[config.mk]
export PLATFORM = sky130hd
export DESIGN_NAME = colour_fade_sequencer_top
export DESIGN_NICKNAME = d
export VERILOG_FILES = /design/src/rtl/cfs_pkg.sv /design/src/rtl/cfs_div.sv /design/src/rtl/cfs_mix.sv /design/src/rtl/colour_fade_sequencer_top.sv
export SDC_FILE = /design/constraint.sdc
export NUM_CORES = 1
export LEC_CHECK = 0
export ABC_CLOCK_PERIOD_IN_PS = 9020
export BUFFER_PORTS_ARGS = -buffer_cell sky130_fd_sc_hd__buf_2
export CORE_ASPECT_RATIO = 1.4
export CORE_MARGIN = 8
export CORE_UTILIZATION = 62
export CTS_BUF_LIST = sky130_fd_sc_hd__clkbuf_4 sky130_fd_sc_hd__clkbuf_8
export CTS_CLUSTER_SIZE = 28
export DETAILED_ROUTE_END_ITERATION = 8
export GPL_ROUTABILITY_DRIVEN = 0
export PLACE_DENSITY = 0.76
export SYNTH_ARGS = -nofsm -noshare
export SYNTH_HDL_FRONTEND = slang
export SYNTH_HIERARCHICAL = 1
export SYNTH_SLANG_ARGS = --single-unit
[constraint.sdc]
create_clock -name clk -period 9.02 [get_ports clk]
set_input_delay 1.353 -clock clk [delete_from_list [all_inputs] [get_ports clk]]
set_output_delay 1.353 -clock clk [all_outputs]
set_load 0.02 [all_outputs]
[src/rtl/cfs_pkg.sv]
// Shared types, codes and constants of the colour fade sequencer.
`default_nettype none
package cfs_pkg;

  localparam int FRACTION_BITS_DEF = 16;
  localparam int ELAPSED_W         = 26;
  localparam int TIME_W            = 24;
  localparam int DT_W              = 16;
  localparam int COLOUR_W          = 32;
  localparam int CFG_IDX_W         = 3;

  typedef enum logic [2:0] {
    CMD_TICK   = 3'd0,
    CMD_START  = 3'd1,
    CMD_STOP   = 3'd2,
    CMD_PAUSE  = 3'd3,
    CMD_RESUME = 3'd4,
    CMD_RESET  = 3'd5
  } cmd_e;

  typedef enum logic [CFG_IDX_W-1:0] {
    REG_DELAY    = 3'd0,
    REG_DURATION = 3'd1,
    REG_AUTO_REV = 3'd2,
    REG_LOOPING  = 3'd3,
    REG_FROM     = 3'd4,
    REG_TO       = 3'd5
  } cfg_reg_e;

  localparam logic [1:0] MODE_STOPPED   = 2'd0;
  localparam logic [1:0] MODE_RUNNING   = 2'd1;
  localparam logic [1:0] MODE_PAUSED    = 2'd2;
  localparam logic [1:0] MODE_COMPLETED = 2'd3;

  typedef struct packed {
    logic [2:0]      cmd;
    logic [DT_W-1:0] dt_ticks;
  } cmd_item_t;

  typedef struct packed {
    logic [7:0] red;
    logic [7:0] green;
    logic [7:0] blue;
    logic [7:0] alpha;
    logic       value_applied;
    logic       active;
    logic       loop_event;
    logic       complete_event;
    logic [1:0] run_state;
  } res_item_t;

endpackage
`default_nettype wire

[src/rtl/cfs_div.sv]
// Restoring divider, one quotient bit per cycle, for dividend below divisor.
`default_nettype none
module cfs_div #(
  parameter int FRACTION_BITS = cfs_pkg::FRACTION_BITS_DEF
) (
  input  wire logic                         clk,
  input  wire logic                         rst,
  input  wire logic                         start,
  input  wire logic [cfs_pkg::TIME_W-1:0]   dividend,
  input  wire logic [cfs_pkg::TIME_W-1:0]   divisor,
  output logic                              done,
  output logic [FRACTION_BITS-1:0]          quotient
);
  import cfs_pkg::*;

  localparam int CNT_W = $clog2(FRACTION_BITS + 1);

  logic [TIME_W-1:0] rem;
  logic [CNT_W-1:0]  cnt;
  logic              busy;
  logic [TIME_W:0]   shifted;
  logic [TIME_W+1:0] trial;
  logic              ge;

  // shared compare-subtract step
  always_comb begin
    shifted = {rem, 1'b0};
    trial   = {1'b0, shifted} - {2'b00, divisor};
    ge      = ~trial[TIME_W+1];
  end

  always_ff @(posedge clk) begin
    if (rst) begin
      busy <= 1'b0;
      done <= 1'b0;
    end else begin
      done <= 1'b0;
      if (start) begin
        busy <= 1'b1;
      end else if (busy && cnt == CNT_W'(1)) begin
        busy <= 1'b0;
        done <= 1'b1;
      end
    end
  end

  always_ff @(posedge clk) begin
    if (start) begin
      rem      <= dividend;
      quotient <= '0;
      cnt      <= CNT_W'(FRACTION_BITS);
    end else if (busy) begin
      rem      <= ge ? trial[TIME_W-1:0] : shifted[TIME_W-1:0];
      quotient <= {quotient[FRACTION_BITS-2:0], ge};
      cnt      <= cnt - CNT_W'(1);
    end
  end

endmodule
`default_nettype wire

[src/rtl/cfs_mix.sv]
// Channel blend: base + floor((target - base) * p / ONE), one multiplier.
`default_nettype none
module cfs_mix #(
  parameter int FRACTION_BITS = cfs_pkg::FRACTION_BITS_DEF
) (
  input  wire logic [7:0]               base,
  input  wire logic [7:0]               target,
  input  wire logic [FRACTION_BITS:0]   eff,
  output logic [7:0]                    ch
);
  import cfs_pkg::*;

  logic signed [9:0]                 diff;
  logic signed [FRACTION_BITS+1:0]   p_s;
  logic signed [FRACTION_BITS+11:0]  prod;
  logic signed [FRACTION_BITS+11:0]  sum;

  always_comb begin
    diff = $signed({2'b00, target}) - $signed({2'b00, base});
    p_s  = $signed({1'b0, eff});
    prod = diff * p_s;
    // sum is never negative, so its upper bits are the floor
    sum  = $signed({4'b0000, base, {FRACTION_BITS{1'b0}}}) + prod;
    ch   = sum[FRACTION_BITS+7:FRACTION_BITS];
  end

endmodule
`default_nettype wire

[src/rtl/colour_fade_sequencer_top.sv]
// Top level of the colour fade sequencer: command sequencer, state and config.
//
// Channels (valid/ready, an item moves when valid and ready are both high):
//   cmd  - one command item {cmd, dt_ticks}; cmd_ready is high only while the
//          sequencer is idle, so one item is in work at a time.
//   res  - exactly one result item per command, held in an output register.
//   cfg  - register writes {cfg_index, cfg_data}, always ready; write only
//          while no command is in work. Indexes six and seven are dropped.
// Path from command accept to result valid:
//   non-tick commands and ticks while not running go straight to done; ticks
//   in the start delay pass the check first; ticks that blend a colour run a
//   divide when progress is below one, none at full progress or zero duration.
// The divide of elapsed by duration runs through one restoring divider, one
// quotient bit per cycle; the four channels then share one multiplier, one
// channel per cycle. These two units set the item time.
// Reset clears the mode to stopped, the elapsed counter, progress, the reverse
// flag and all configuration registers. While the receiver stalls, the result
// waits in the output register; the sequencer may finish the next command and
// then holds in its last step until the output register frees up.
`default_nettype none
module colour_fade_sequencer_top #(
  parameter int FRACTION_BITS = cfs_pkg::FRACTION_BITS_DEF
) (
  input  wire logic                              clk,
  input  wire logic                              rst,
  input  wire logic                              cmd_valid,
  output logic                                   cmd_ready,
  input  wire cfs_pkg::cmd_item_t                cmd_item,
  output logic                                   res_valid,
  input  wire logic                              res_ready,
  output cfs_pkg::res_item_t                     res_item,
  input  wire logic                              cfg_valid,
  output logic                                   cfg_ready,
  input  wire logic [cfs_pkg::CFG_IDX_W-1:0]     cfg_index,
  input  wire logic [cfs_pkg::COLOUR_W-1:0]      cfg_data
);
  import cfs_pkg::*;

  localparam logic [FRACTION_BITS:0] ONE = {1'b1, {FRACTION_BITS{1'b0}}};
  localparam logic [ELAPSED_W-1:0] ELAPSED_MAX = {1'b0, {(ELAPSED_W-1){1'b1}}};

  typedef enum logic [6:0] {
    S_IDLE  = 7'b0000001,
    S_EXEC  = 7'b0000010,
    S_CHECK = 7'b0000100,
    S_DIV   = 7'b0001000,
    S_MIX   = 7'b0010000,
    S_WRAP  = 7'b0100000,
    S_DONE  = 7'b1000000
  } state_t;

  // configuration
  logic [TIME_W-1:0]   delay_ticks;
  logic [TIME_W-1:0]   duration_ticks;
  logic                auto_reverse;
  logic                looping;
  logic [COLOUR_W-1:0] from_colour;
  logic [COLOUR_W-1:0] to_colour;

  // engine state
  state_t                 state;
  logic [1:0]             mode;
  logic [ELAPSED_W-1:0]   elapsed;
  logic [FRACTION_BITS:0] progress;
  logic                   reversed_pass;

  // work registers
  logic [2:0]             cmd_cur;
  logic [DT_W-1:0]        dt_cur;
  logic [FRACTION_BITS:0] eff;
  logic [1:0]             idx;
  logic [7:0]             col [4];
  logic                   applied;
  logic                   loop_ev;
  logic                   done_ev;

  // datapath nets
  logic [ELAPSED_W:0]       sum_wide;
  logic [ELAPSED_W-1:0]     elapsed_sat;
  logic                     mirror;
  logic                     div_start;
  logic                     div_done;
  logic [FRACTION_BITS-1:0] quotient;
  logic [7:0]               mix_base;
  logic [7:0]               mix_target;
  logic [7:0]               mix_ch;
  logic                     res_load;

  assign cmd_ready = (state == S_IDLE);
  assign cfg_ready = 1'b1;
  assign mirror    = auto_reverse & reversed_pass;
  assign res_load  = (state == S_DONE) && (!res_valid || res_ready);
  assign div_start = (state == S_CHECK) && !elapsed[ELAPSED_W-1]
                     && (duration_ticks != '0)
                     && ({1'b0, elapsed[TIME_W-1:0]} < {1'b0, duration_ticks})
                     && (elapsed[ELAPSED_W-2:TIME_W] == '0);

  // saturating add; dt is never negative so only the top can overflow
  always_comb begin
    sum_wide = {elapsed[ELAPSED_W-1], elapsed} + {{(ELAPSED_W+1-DT_W){1'b0}}, dt_cur};
    if (!sum_wide[ELAPSED_W] && sum_wide[ELAPSED_W-1]) begin
      elapsed_sat = ELAPSED_MAX;
    end else begin
      elapsed_sat = sum_wide[ELAPSED_W-1:0];
    end
  end

  // channel 0 is red in the top byte
  always_comb begin
    mix_base   = 8'(from_colour >> {~idx, 3'b000});
    mix_target = 8'(to_colour >> {~idx, 3'b000});
  end

  cfs_div #(.FRACTION_BITS(FRACTION_BITS)) u_div (
    .clk      (clk),
    .rst      (rst),
    .start    (div_start),
    .dividend (elapsed[TIME_W-1:0]),
    .divisor  (duration_ticks),
    .done     (div_done),
    .quotient (quotient)
  );

  cfs_mix #(.FRACTION_BITS(FRACTION_BITS)) u_mix (
    .base   (mix_base),
    .target (mix_target),
    .eff    (eff),
    .ch     (mix_ch)
  );

  // configuration writes
  always_ff @(posedge clk) begin
    if (rst) begin
      delay_ticks    <= '0;
      duration_ticks <= '0;
      auto_reverse   <= 1'b0;
      looping        <= 1'b0;
      from_colour    <= '0;
      to_colour      <= '0;
    end else if (cfg_valid) begin
      case (cfg_index)
        REG_DELAY:    delay_ticks    <= cfg_data[TIME_W-1:0];
        REG_DURATION: duration_ticks <= cfg_data[TIME_W-1:0];
        REG_AUTO_REV: auto_reverse   <= cfg_data[0];
        REG_LOOPING:  looping        <= cfg_data[0];
        REG_FROM:     from_colour    <= cfg_data;
        REG_TO:       to_colour      <= cfg_data;
        default: ;
      endcase
    end
  end

  // command sequencer
  always_ff @(posedge clk) begin
    if (rst) begin
      state         <= S_IDLE;
      mode          <= MODE_STOPPED;
      elapsed       <= '0;
      progress      <= '0;
      reversed_pass <= 1'b0;
      res_valid     <= 1'b0;
    end else begin
      if (res_load) begin
        res_valid <= 1'b1;
      end else if (res_valid && res_ready) begin
        res_valid <= 1'b0;
      end
      case (state)
        S_IDLE: begin
          if (cmd_valid) begin
            cmd_cur <= cmd_item.cmd;
            dt_cur  <= cmd_item.dt_ticks;
            state   <= S_EXEC;
          end
        end
        S_EXEC: begin
          applied <= 1'b0;
          loop_ev <= 1'b0;
          done_ev <= 1'b0;
          for (int k = 0; k < 4; k++) begin
            col[k] <= '0;
          end
          // only a tick while running goes on to the blend
          if (cmd_cur == CMD_TICK && mode == MODE_RUNNING) begin
            state <= S_CHECK;
          end else begin
            state <= S_DONE;
          end
          case (cmd_cur)
            CMD_TICK: begin
              if (mode == MODE_RUNNING) begin
                elapsed <= elapsed_sat;
              end
            end
            CMD_START: begin
              mode          <= MODE_RUNNING;
              elapsed       <= ELAPSED_W'(0) - {2'b00, delay_ticks};
              progress      <= '0;
              reversed_pass <= 1'b0;
            end
            CMD_STOP: begin
              mode     <= MODE_STOPPED;
              elapsed  <= '0;
              progress <= '0;
            end
            CMD_PAUSE: begin
              if (mode == MODE_RUNNING) begin
                mode <= MODE_PAUSED;
              end
            end
            CMD_RESUME: begin
              if (mode == MODE_PAUSED) begin
                mode <= MODE_RUNNING;
              end
            end
            CMD_RESET: begin
              elapsed       <= ELAPSED_W'(0) - {2'b00, delay_ticks};
              progress      <= '0;
              reversed_pass <= 1'b0;
            end
            default: ;
          endcase
        end
        S_CHECK: begin
          idx <= 2'd0;
          if (elapsed[ELAPSED_W-1]) begin
            // still in the delay
            state <= S_DONE;
          end else if (div_start) begin
            state <= S_DIV;
          end else begin
            // zero duration or elapsed at or past duration: full progress
            progress <= ONE;
            eff      <= mirror ? '0 : ONE;
            state    <= S_MIX;
          end
        end
        S_DIV: begin
          if (div_done) begin
            progress <= {1'b0, quotient};
            eff      <= mirror ? ONE - {1'b0, quotient} : {1'b0, quotient};
            state    <= S_MIX;
          end
        end
        S_MIX: begin
          col[idx] <= mix_ch;
          idx      <= idx + 2'd1;
          if (idx == 2'd3) begin
            applied <= 1'b1;
            state   <= S_WRAP;
          end
        end
        S_WRAP: begin
          if (progress == ONE) begin
            if (auto_reverse && !reversed_pass) begin
              reversed_pass <= 1'b1;
              elapsed       <= '0;
              progress      <= '0;
            end else if (looping) begin
              elapsed       <= '0;
              progress      <= '0;
              reversed_pass <= 1'b0;
              loop_ev       <= 1'b1;
            end else begin
              mode    <= MODE_COMPLETED;
              done_ev <= 1'b1;
            end
          end
          state <= S_DONE;
        end
        S_DONE: begin
          if (res_load) begin
            state <= S_IDLE;
          end
        end
        default: state <= S_IDLE;
      endcase
    end
  end

  // output register
  always_ff @(posedge clk) begin
    if (res_load) begin
      res_item.red            <= col[0];
      res_item.green          <= col[1];
      res_item.blue           <= col[2];
      res_item.alpha          <= col[3];
      res_item.value_applied  <= applied;
      res_item.active         <= (mode == MODE_RUNNING) || (mode == MODE_PAUSED);
      res_item.loop_event     <= loop_ev;
      res_item.complete_event <= done_ev;
      res_item.run_state      <= mode;
    end
  end

endmodule
`default_nettype wire

==> flow_summary.yaml <==
route:
  routed_wirelength_microns: 56170
  drt_iter0_markers: 1017
  drc_errors: 0
  first_pass_iters: 5
  vias: 17200
  viasPerCell: 5.987
  wire_per_inst_microns: 19.55
  detail-route-antenna-nets: 0
logic_synthesis:
  syn_inst: 2318
  ys_ff_latch: 326
  synthSimpleGateAreaFrac_pct: 20.13
  syn-mean-instance-area_sq_um: 9.225
  synth_fp_nets: 2614
  synth_xor_area_share_pct: 3.522
  synth_edf_count: 135
  async_flop_share_pct: 0
  synth-adder-area-share_pct: 17.90
  syn_area_sq_mm: 0.02138
  synth_mux_area_share_pct: 3.013
  ys_seq_area_share_pct: 36.84
  synth_top_family_by_area: "simple AND/OR/NAND/NOR gates"
  synth-compound-area-share_pct: 13.36
  ys_warn_count: 6
  synth_ff_type: "dfxtp_1"
  ys_types: 85
power_and_ir_drop:
  vdd_drop_max_uv: 137.0
  p_leak_nw: 9.375
  powerDensity_mw_per_mm2: 172.5
sta:
  rsz0062_at_grt: "false"
  setup_violations: 0
  period_share_pct: 90.92
  worst_pin_slew_ps: 1216
  fin_worst_skew_ps: 38.44
  period_needed_ps: 8201
  final-hold-violation-count: 0
  timing.final.max_slew_violations: 0
  max_freq_mhz: 121.9
  slew_headroom_pct: 18.93
  fin_ws_ps: 818.6
  fin_tns_setup_ps: 0
setup_path:
  cp-end-kind: "register"
  worst_path_most_repeated_cell: "fa_1"
  crit_path_start: "idx[0]$_SDFFCE_PN0P_"
  worst-r2r-setup-slack_ps: 820
  setup.worst_path.end: "col[3][7]$_DFFE_PP_"
  reg2regPathDepth: 27
  r2r-end: "col[3][7]$_DFFE_PP_"
  rr_startpoint: "idx[0]$_SDFFCE_PN0P_"
  critical_path.max_stage_delay_ps: 700
  critPathRequiredTime_ps: 9370
  setup.worst_path.start_class: "register"
  crit_fanout: 16
  worst_ep_arrival_time_ps: 8550
  slowest_stage: "edfxtp_1"
  critical_path_class: "register to register"
grt:
  antenna_found_initial: 0
  grt_use_total_pct: 27.23
  grt_pass1_wl_microns: 90270
  overflow: 0
  grt_pass1_vias: 17700
  grt_max_degree: 113
floorplanning:
  die_width_microns: 173.0
  rows: 80
  start_util_pct: 62.83
  dieArea_sq_mm: 0.04077
  io_pins: 100
  die_h_microns: 235.7
  placeableCoreArea_sq_mm: 0.03403
placement:
  hpwl_microns: 42700
  post-place-ws_ps: 828.4
  place_inst: 2785
  portBuffers: 98
hold_path:
  hp-start: "col[3][1]$_DFFE_PP_"
  hp-class: "register to register"
finish:
  area_growth_pct: 8.946
  drive_above_1_share_pct: 10.82
  n_antenna_cell: 0
  nets: 2680
  layout.cells.non_filler: 2873
  post-route-util_pct: 68.46
cts:
  cts_buffers: 48
  clkSinkCount: 326
  cts_tree: "built"
  postCtsSetupRepairBufs: 0
  cts_resized: 0
  clock_path_buffers: 3
  clkTransAtPathRegs_ps: 60
  root_buffer: "clkbuf_8"
  h-tree-depth: 2
  insertion_delay_ps: 610
  cts_hold_buf: 0
job:
  cap_violations: 0
status:
  status: "complete, no violations"
state kept, by name, indices dropped and copies added (netlist names), 2 cells and up:
signal and count:
cmd_cur 3, col 32, delay_ticks 24, dt_cur 16
duration_ticks 24, eff 17, elapsed 26, from_colour 32
idx 2, mode 2, progress 17, res_item 38
state 7, to_colour 32, u_div/cnt 5, u_div/quotient 16
u_div/rem 24
cells by family (layout without fill, tap and decap cells):
kind of cell    count (synthesis)  in the layout
xor+xnor                       86             86
mux                            44             44
flops                         326            326
fa+ha+maj                     237            237
other cells                     1              1
simple gates                  866            866
compound gates                470            470
buf+inv                       288            392
through the flow:
step | hold slack (ps) | power, mW | instance area, sq um
2_1_floorplan | 400.3 | 2.378 | 21380
3_3_place_gp | 403.1 | 2.664 | 22200
3_5_place_dp | 404.5 | 2.703 | 22200
4_1_cts | 420.0 | 4.033 | 23300
5_1_grt | 424.5 | 4.235 | 23300
6_report | 417.4 | 4.019 | 23300
layer usage:
metal  vias up  GRT usage, %  routed length (microns)
li1       8104             -                        -
met1      8290         28.19                    20180
met2       582         49.07                    28770
met3       224         4.028                     2746
met4         0         20.67                     4468
met5         -             0                        0
synthesized netlist by cell type (23+ instances only):
master | number | share of area [%]
a21o_1 | 34 | 1.2
a21oi_1 | 221 | 5.2
and2_1 | 117 | 3.4
clkbuf_1 | 83 | 1.5
dfxtp_1 | 191 | 18
edfxtp_1 | 135 | 19
fa_1 | 115 | 11
ha_1 | 122 | 7.1
inv_1 | 183 | 3.2
mux2i_1 | 25 | 1.2
nand2_1 | 344 | 6.0
nand2b_1 | 47 | 1.4
nand3_1 | 51 | 1.2
nor2_1 | 123 | 2.2
nor2b_1 | 23 | 0.67
nor3_1 | 23 | 0.54
o21ai_0 | 74 | 1.7
xnor2_1 | 46 | 1.9
xor2_1 | 40 | 1.6
worst max-delay path: cells and delay by family, from the launching register on:
kind	cells	cell delay, ps
AO/OA/AOI/OAI	8	1850
flip-flops	1	700
buffers and inverters	5	670
adder cells (fa/ha/maj)	7	3110
multiplexers	1	520
AND/OR/NAND/NOR	5	910
XOR/XNOR	1	180
placed cells by master, fill, tap and decap left out, drive strengths merged, types with 8 or more instances in the layout:
master	synthesis	layout
dfxtp	191	191
xor2	40	40
and3	19	19
or3	9	9
fa	115	115
nand3	51	51
nand2b	47	47
or4	9	9
nand4	15	15
inv	183	185
xnor2	46	46
a211oi	12	12
nor2	124	124
clkbuf	83	74
mux2i	25	25
buf	21	120
and2	118	118
nand2	344	344
nand3b	17	17
ha	122	122
o21ai	92	92
a31oi	13	13
nor4	22	22
or2	10	10
mux4	16	16
nor3	25	25
edfxtp	135	135
nor3b	10	10
a21o	34	34
nand4b	8	8
clkinv	1	8
a21oi	222	222
nor2b	24	24
o21a	11	11
o311ai	12	12
o211ai	20	20
worst min-delay path by stage:
| stage | endpoint | slack (ps) | cells past startpoint |
|---|---|---|---|
| floorplan | res_item[10]$_DFFE_PP_ | 400 | 0 |
| global placement | res_item[30]$_DFFE_PP_ | 400 | 0 |
| detailed placement | res_item[31]$_DFFE_PP_ | 400 | 0 |
| CTS | res_item[7]$_DFFE_PP_ | 420 | 0 |
| global route | res_item[26]$_DFFE_PP_ | 420 | 0 |
| finish | res_item[7]$_DFFE_PP_ | 420 | 0 |
layout make-up:
type	instances	area (sq um)
fill	2721	10740
inverter	184	690.7
multi-input combinational	1704	12410
clock inverter	14	158.9
clock buffer	74	937.1
sequential	326	7878
timing repair buffer	120	658.1
tap	451	564.3
power breakdown:
| group | switching, mW | internal (mW) | leakage (nW) |
|---|---|---|---|
| Sequential | 0.0218 | 1.55 | 2.77 |
| Combinational | 0.676 | 0.438 | 6.03 |
| Clock | 0.580 | 0.753 | 0.577 |
(Power assumes the default switching activity.)
